[src/sv/cvm_pkg.sv]
`timescale 1ns / 1ps
// ----------------------------------------------------------------------------
// cvm_pkg: shared types and constants for the cost volume merge block
// Volume geometry, field widths, mode and register codes, and the payload
// and memory port structures used between the modules.
// ----------------------------------------------------------------------------
package cvm_pkg;

   // Volume geometry.
   localparam int DIM_X  = 128;
   localparam int DIM_Y  = 128;
   localparam int DIM_Z  = 64;
   localparam int VOXELS = DIM_X * DIM_Y * DIM_Z;
   localparam int ADDR_W = $clog2(VOXELS);

   // Field widths.
   localparam int POS_W   = 7;
   localparam int LZ_W    = 6;
   localparam int COST_W  = 8;
   localparam int SUM_W   = 2 * COST_W;
   localparam int ZSUM_W  = LZ_W + 1;
   localparam int SLICE_W = 7;
   localparam int MODE_W  = 2;

   localparam logic [COST_W-1:0] COST_MAX = 8'd255;

   // Merge modes.
   localparam logic [MODE_W-1:0] MODE_COPY = 2'd0;
   localparam logic [MODE_W-1:0] MODE_MIN  = 2'd1;
   localparam logic [MODE_W-1:0] MODE_BEST2 = 2'd2;
   localparam logic [MODE_W-1:0] MODE_AVG  = 2'd3;

   // Control register indexes.
   localparam int CSR_IDX_W  = 2;
   localparam int CSR_DATA_W = 8;
   localparam logic [CSR_IDX_W-1:0] CSR_MERGE_MODE  = 2'd0;
   localparam logic [CSR_IDX_W-1:0] CSR_AVG_COUNT   = 2'd1;
   localparam logic [CSR_IDX_W-1:0] CSR_Z_BASE      = 2'd2;
   localparam logic [CSR_IDX_W-1:0] CSR_SLICE_COUNT = 2'd3;

   // Input transaction payload.
   typedef struct packed {
      logic [POS_W-1:0]  pos_x;
      logic [POS_W-1:0]  pos_y;
      logic [LZ_W-1:0]   local_z;
      logic [COST_W-1:0] cost;
   } req_data_type;

   // Result transaction payload.
   typedef struct packed {
      logic [COST_W-1:0] best_cost;
      logic [COST_W-1:0] second_cost;
      logic              rejected;
   } rsp_data_type;

   // Store write port.
   typedef struct packed {
      logic              en;
      logic [ADDR_W-1:0] addr;
      logic [COST_W-1:0] best;
      logic [COST_W-1:0] second;
   } store_wr_type;

   // Store read port.
   typedef struct packed {
      logic              en;
      logic [ADDR_W-1:0] addr;
   } store_rd_type;

   // Divider request.
   typedef struct packed {
      logic              start;
      logic [SUM_W-1:0]  dividend;
      logic [COST_W-1:0] divisor;
   } div_req_type;

endpackage

[src/sv/cvm_div.sv]
`timescale 1ns / 1ps
// ----------------------------------------------------------------------------
// cvm_div: iterative divider for the running average
// Restoring division, one quotient bit per cycle. The dividend never
// exceeds 255 times the divisor, so the quotient fits in a cost.
// ----------------------------------------------------------------------------
module cvm_div
   import cvm_pkg::*;
(
   input  logic              clock,
   input  logic              reset,
   input  div_req_type       req,
   output logic              done,
   output logic [COST_W-1:0] quotient
);

   localparam int CNT_W = $clog2(COST_W);

   logic              busy_ff,  busy_in;
   logic              done_ff,  done_in;
   logic [CNT_W-1:0]  cnt_ff,   cnt_in;
   logic [SUM_W-1:0]  rem_ff,   rem_in;
   logic [SUM_W-1:0]  dsh_ff,   dsh_in;
   logic [COST_W-1:0] quot_ff,  quot_in;

   // One trial subtraction per cycle, divisor shifted down each step.
   always_comb begin
      busy_in = busy_ff;
      done_in = 1'b0;
      cnt_in  = cnt_ff;
      rem_in  = rem_ff;
      dsh_in  = dsh_ff;
      quot_in = quot_ff;
      if (req.start) begin
         busy_in = 1'b1;
         cnt_in  = CNT_W'(COST_W - 1);
         rem_in  = req.dividend;
         dsh_in  = SUM_W'({req.divisor, {(COST_W-1){1'b0}}});
         quot_in = '0;
      end else if (busy_ff) begin
         if (rem_ff >= dsh_ff) begin
            rem_in  = rem_ff - dsh_ff;
            quot_in = {quot_ff[COST_W-2:0], 1'b1};
         end else begin
            quot_in = {quot_ff[COST_W-2:0], 1'b0};
         end
         dsh_in = dsh_ff >> 1;
         cnt_in = cnt_ff - 1'b1;
         if (cnt_ff == '0) begin
            busy_in = 1'b0;
            done_in = 1'b1;
         end
      end
   end

   always_ff @(posedge clock) begin
      if (reset) begin
         busy_ff <= 1'b0;
         done_ff <= 1'b0;
         cnt_ff  <= '0;
      end else begin
         busy_ff <= busy_in;
         done_ff <= done_in;
         cnt_ff  <= cnt_in;
      end
   end

   always_ff @(posedge clock) begin
      rem_ff  <= rem_in;
      dsh_ff  <= dsh_in;
      quot_ff <= quot_in;
   end

   assign done     = done_ff;
   assign quotient = quot_ff;

endmodule

[config.mk]
export PLATFORM = sky130hd
export DESIGN_NAME = cvm_div
export DESIGN_NICKNAME = d
export VERILOG_FILES = /design/src/sv/cvm_pkg.sv /design/src/sv/cvm_div.sv
export SDC_FILE = /design/constraint.sdc
export NUM_CORES = 1
export LEC_CHECK = 0
export BUFFER_PORTS_ARGS = -buffer_cell sky130_fd_sc_hd__clkbuf_2
export CAP_MARGIN = 25
export CORE_UTILIZATION = 56
export CTS_CLUSTER_SIZE = 40
export DETAILED_ROUTE_END_ITERATION = 7
export PLACE_DENSITY = 0.82
export SYNTH_ARGS = -nofsm -noshare
export SYNTH_HDL_FRONTEND = slang
export SYNTH_SLANG_ARGS = --single-unit
[constraint.sdc]
create_clock -name clock -period 8.05 [get_ports clock]
set_input_delay 1.2075 -clock clock [delete_from_list [all_inputs] [get_ports clock]]
set_output_delay 1.2075 -clock clock [all_outputs]
set_load 0.005 [all_outputs]
==> results_dict.tcl <==
set metrics [dict create \
    cts-hold-fix-buffers 0 \
    layout_common_cells "35 x clkbuf_2, 31 x nand2_1, 24 x edfxtp_1" \
    diodes 0 \
    end_kind "register" \
    die_area_um2 4940 \
    seq_area_um2 1120 \
    synthArstFlopShare 0 \
    vias 2023 \
    syn_inst 273 \
    layout.nets 349 \
    die_h_um 70.3 \
    io_buffer_count 35 \
    grt_max_degree 60 \
    fin_crit_sh 0.345 \
    finalSetupTns_ps 0 \
    worstPathRequired_ps 8050 \
    fin_util 0.656 \
    syn_to_final_growth_pct 10.8 \
    slew_viol_final 0 \
    ys_seq_area_frac 0.429 \
    root_buffer "clkbuf_8" \
    clk_pin_slew_ps 80 \
    dpl.hpwl_mm 3.57 \
    cellPowerDensity_nw_per_um2 241 \
    cts-resized-gates 0 \
    relSlewSlack 0.626 \
    final-setup-viol-count 0 \
    cts_tree "done" \
    r2r_cells 11 \
    finalCriticalPeriod_ps 2770 \
    ant_nets 0 \
    gp_congestion 0.831 \
    wl_mm 5.00 \
    worst_pin_slew_ps 561 \
    outcome "completed" \
    grt_usage 0.215 \
    ys.warnings.count 0 \
    ioPinCount 36 \
    drc_errors 0 \
    postCtsSetupRepairBufs 0 \
    wire_per_inst_um 14.0 \
    maxCapViolCount 0 \
    core-area_um2 4410 \
    max_freq_mhz 361 \
    crit_path_max_fanout 59 \
    clock_sinks 44 \
    drt_iter0_markers 129 \
    grt_overflow_total 0 \
    avgSynthCellArea_um2 9.57 \
    ys_ff_latch 44 \
    grt_pass1_vias 1901 \
    drive_gt1_frac 0.187 \
    synth-main-ff-cell "edfxtp_1" \
    start_kind "input port" \
    htreeDepth 2 \
    layout_commonest_cell "clkbuf_2" \
    clk_latency_ps 300 \
    antenna_found_initial 0 \
    hold_violations 0 \
    cts.path.max_buffers 2 \
    synth_nets 318 \
    drtPass1Iterations 4 \
    numCtsBuffers 5 \
    die_w_um 70.3 \
    synth.distinct_cells 48 \
    start_util 0.592 \
    ir_drop_v 0.0000931 \
    grt_pass1_wl_mm 8.33 \
    skew_ps 9.71 \
    multi_input_area_um2 1330 \
    vias_per_cell 5.67 \
    syn-cell-area_um2 2610 \
    synth-edff-count 24 \
    cp.arrival_ps 2770 \
    fillers 375 \
    power.leakage_nw 1.21 \
    hp-class "register to register" \
    crit_type "input port to register" \
    core.rowCount 24 \
    worstHoldPathCells 2 \
    rsz0062_at_grt "false" \
]
[flip-flops by register name (all words and copies together), names as in the netlist]
signal,count
busy_ff,1
cnt_ff,3
done,1
dsh_ff,15
quotient,8
rem_ff,16
[per-stage QoR]
step | std cells | cell area [µm²] | hold WS (ps) | setup WS, ps | total power, W
after floorplan | 273 | 2610 | 465 | 5530 | 0.000514
after global placement | 348 | 2800 | 477 | 5050 | 0.000557
after detailed placement | 348 | 2800 | 499 | 4970 | 0.000561
after CTS | 356 | 2880 | 516 | 5290 | 0.000699
after global routing | 357 | 2900 | 550 | 5140 | 0.000743
final | 357 | 2900 | 516 | 5280 | 0.000698
[where the power goes]
group,internal [W],switching [W]
Sequential,0.000274,0.0000121
Combinational,0.000118,0.000160
Clock,0.0000609,0.0000741
Total,0.000453,0.000246
[kinds of logic (layout without fill, tap and decap cells)]
| group | count (synthesis) | in the layout | synth area share |
|---|---|---|---|
| and+or+nand+nor | 68 | 68 | 0.115 |
| adders and majority gates | 18 | 18 | 0.0890 |
| AOI/OAI and AO/OA | 76 | 76 | 0.201 |
| xor gates and xnor gates | 12 | 12 | 0.0402 |
| DFF | 44 | 44 | 0.429 |
| buffers and inverters | 39 | 71 | 0.0632 |
| muxes | 16 | 16 | 0.0622 |
[synthesized netlist by cell type (all sizes together) (2+ instances only)]
master	n	area, µm²
inv	23	86.3
a21oi	14	77.6
o21bai	2	15.0
mux2	2	22.5
nand4	2	12.5
buf	7	45.0
xnor2	6	52.6
nor2	21	78.8
a211oi	7	72.6
xor2	6	52.6
dfxtp	20	400
a31oi	4	25.0
o21a	2	15.0
edfxtp	24	721
a21o	7	52.6
mux2i	14	140
nand3	5	30.0
and2	2	12.5
o21ai	22	110
nand2	31	116
clkinv	2	7.51
clkbuf	7	26.3
ha	17	213
nor4	3	25.0
o31ai	8	60.1
[critical path, stage by stage]
cell,delay (ps)
clkbuf_2,70
buf_4,450
clkinv_1,410
o21ai_1,300
buf_4,300
[final timing paths]
path | start | end | slack (ps)
min | quotient[0]$_SDFFE_PP0P_ | quotient[0]$_SDFFE_PP0P_ | 520
min reg2reg | quotient[0]$_SDFFE_PP0P_ | quotient[0]$_SDFFE_PP0P_ | 520
max | req[24] | rem_ff[1]$_DFFE_PP_ | 5280
max reg2reg | rem_ff[0]$_DFFE_PP_ | rem_ff[1]$_DFFE_PP_ | 5380
[area by class of cell]
type,instances,area share
well taps,52,0.0225
repair buffers,38,0.0708
clock inverters,2,0.00389
flip-flops and latches,44,0.387
multi-input cells,190,0.458
inverters,25,0.0324
clock buffers,6,0.0251
[per-layer routing]
layer  routed length [µm]  track usage  vias to the layer above
met4                  119        0.102                        0
met5                    0            0                        -
li1                     -            -                     1038
met1                 2380        0.279                      935
met2                 2330        0.341                       37
met3                  166       0.0447                       13
No activity file was read; power rests on OpenSTA's default activity.
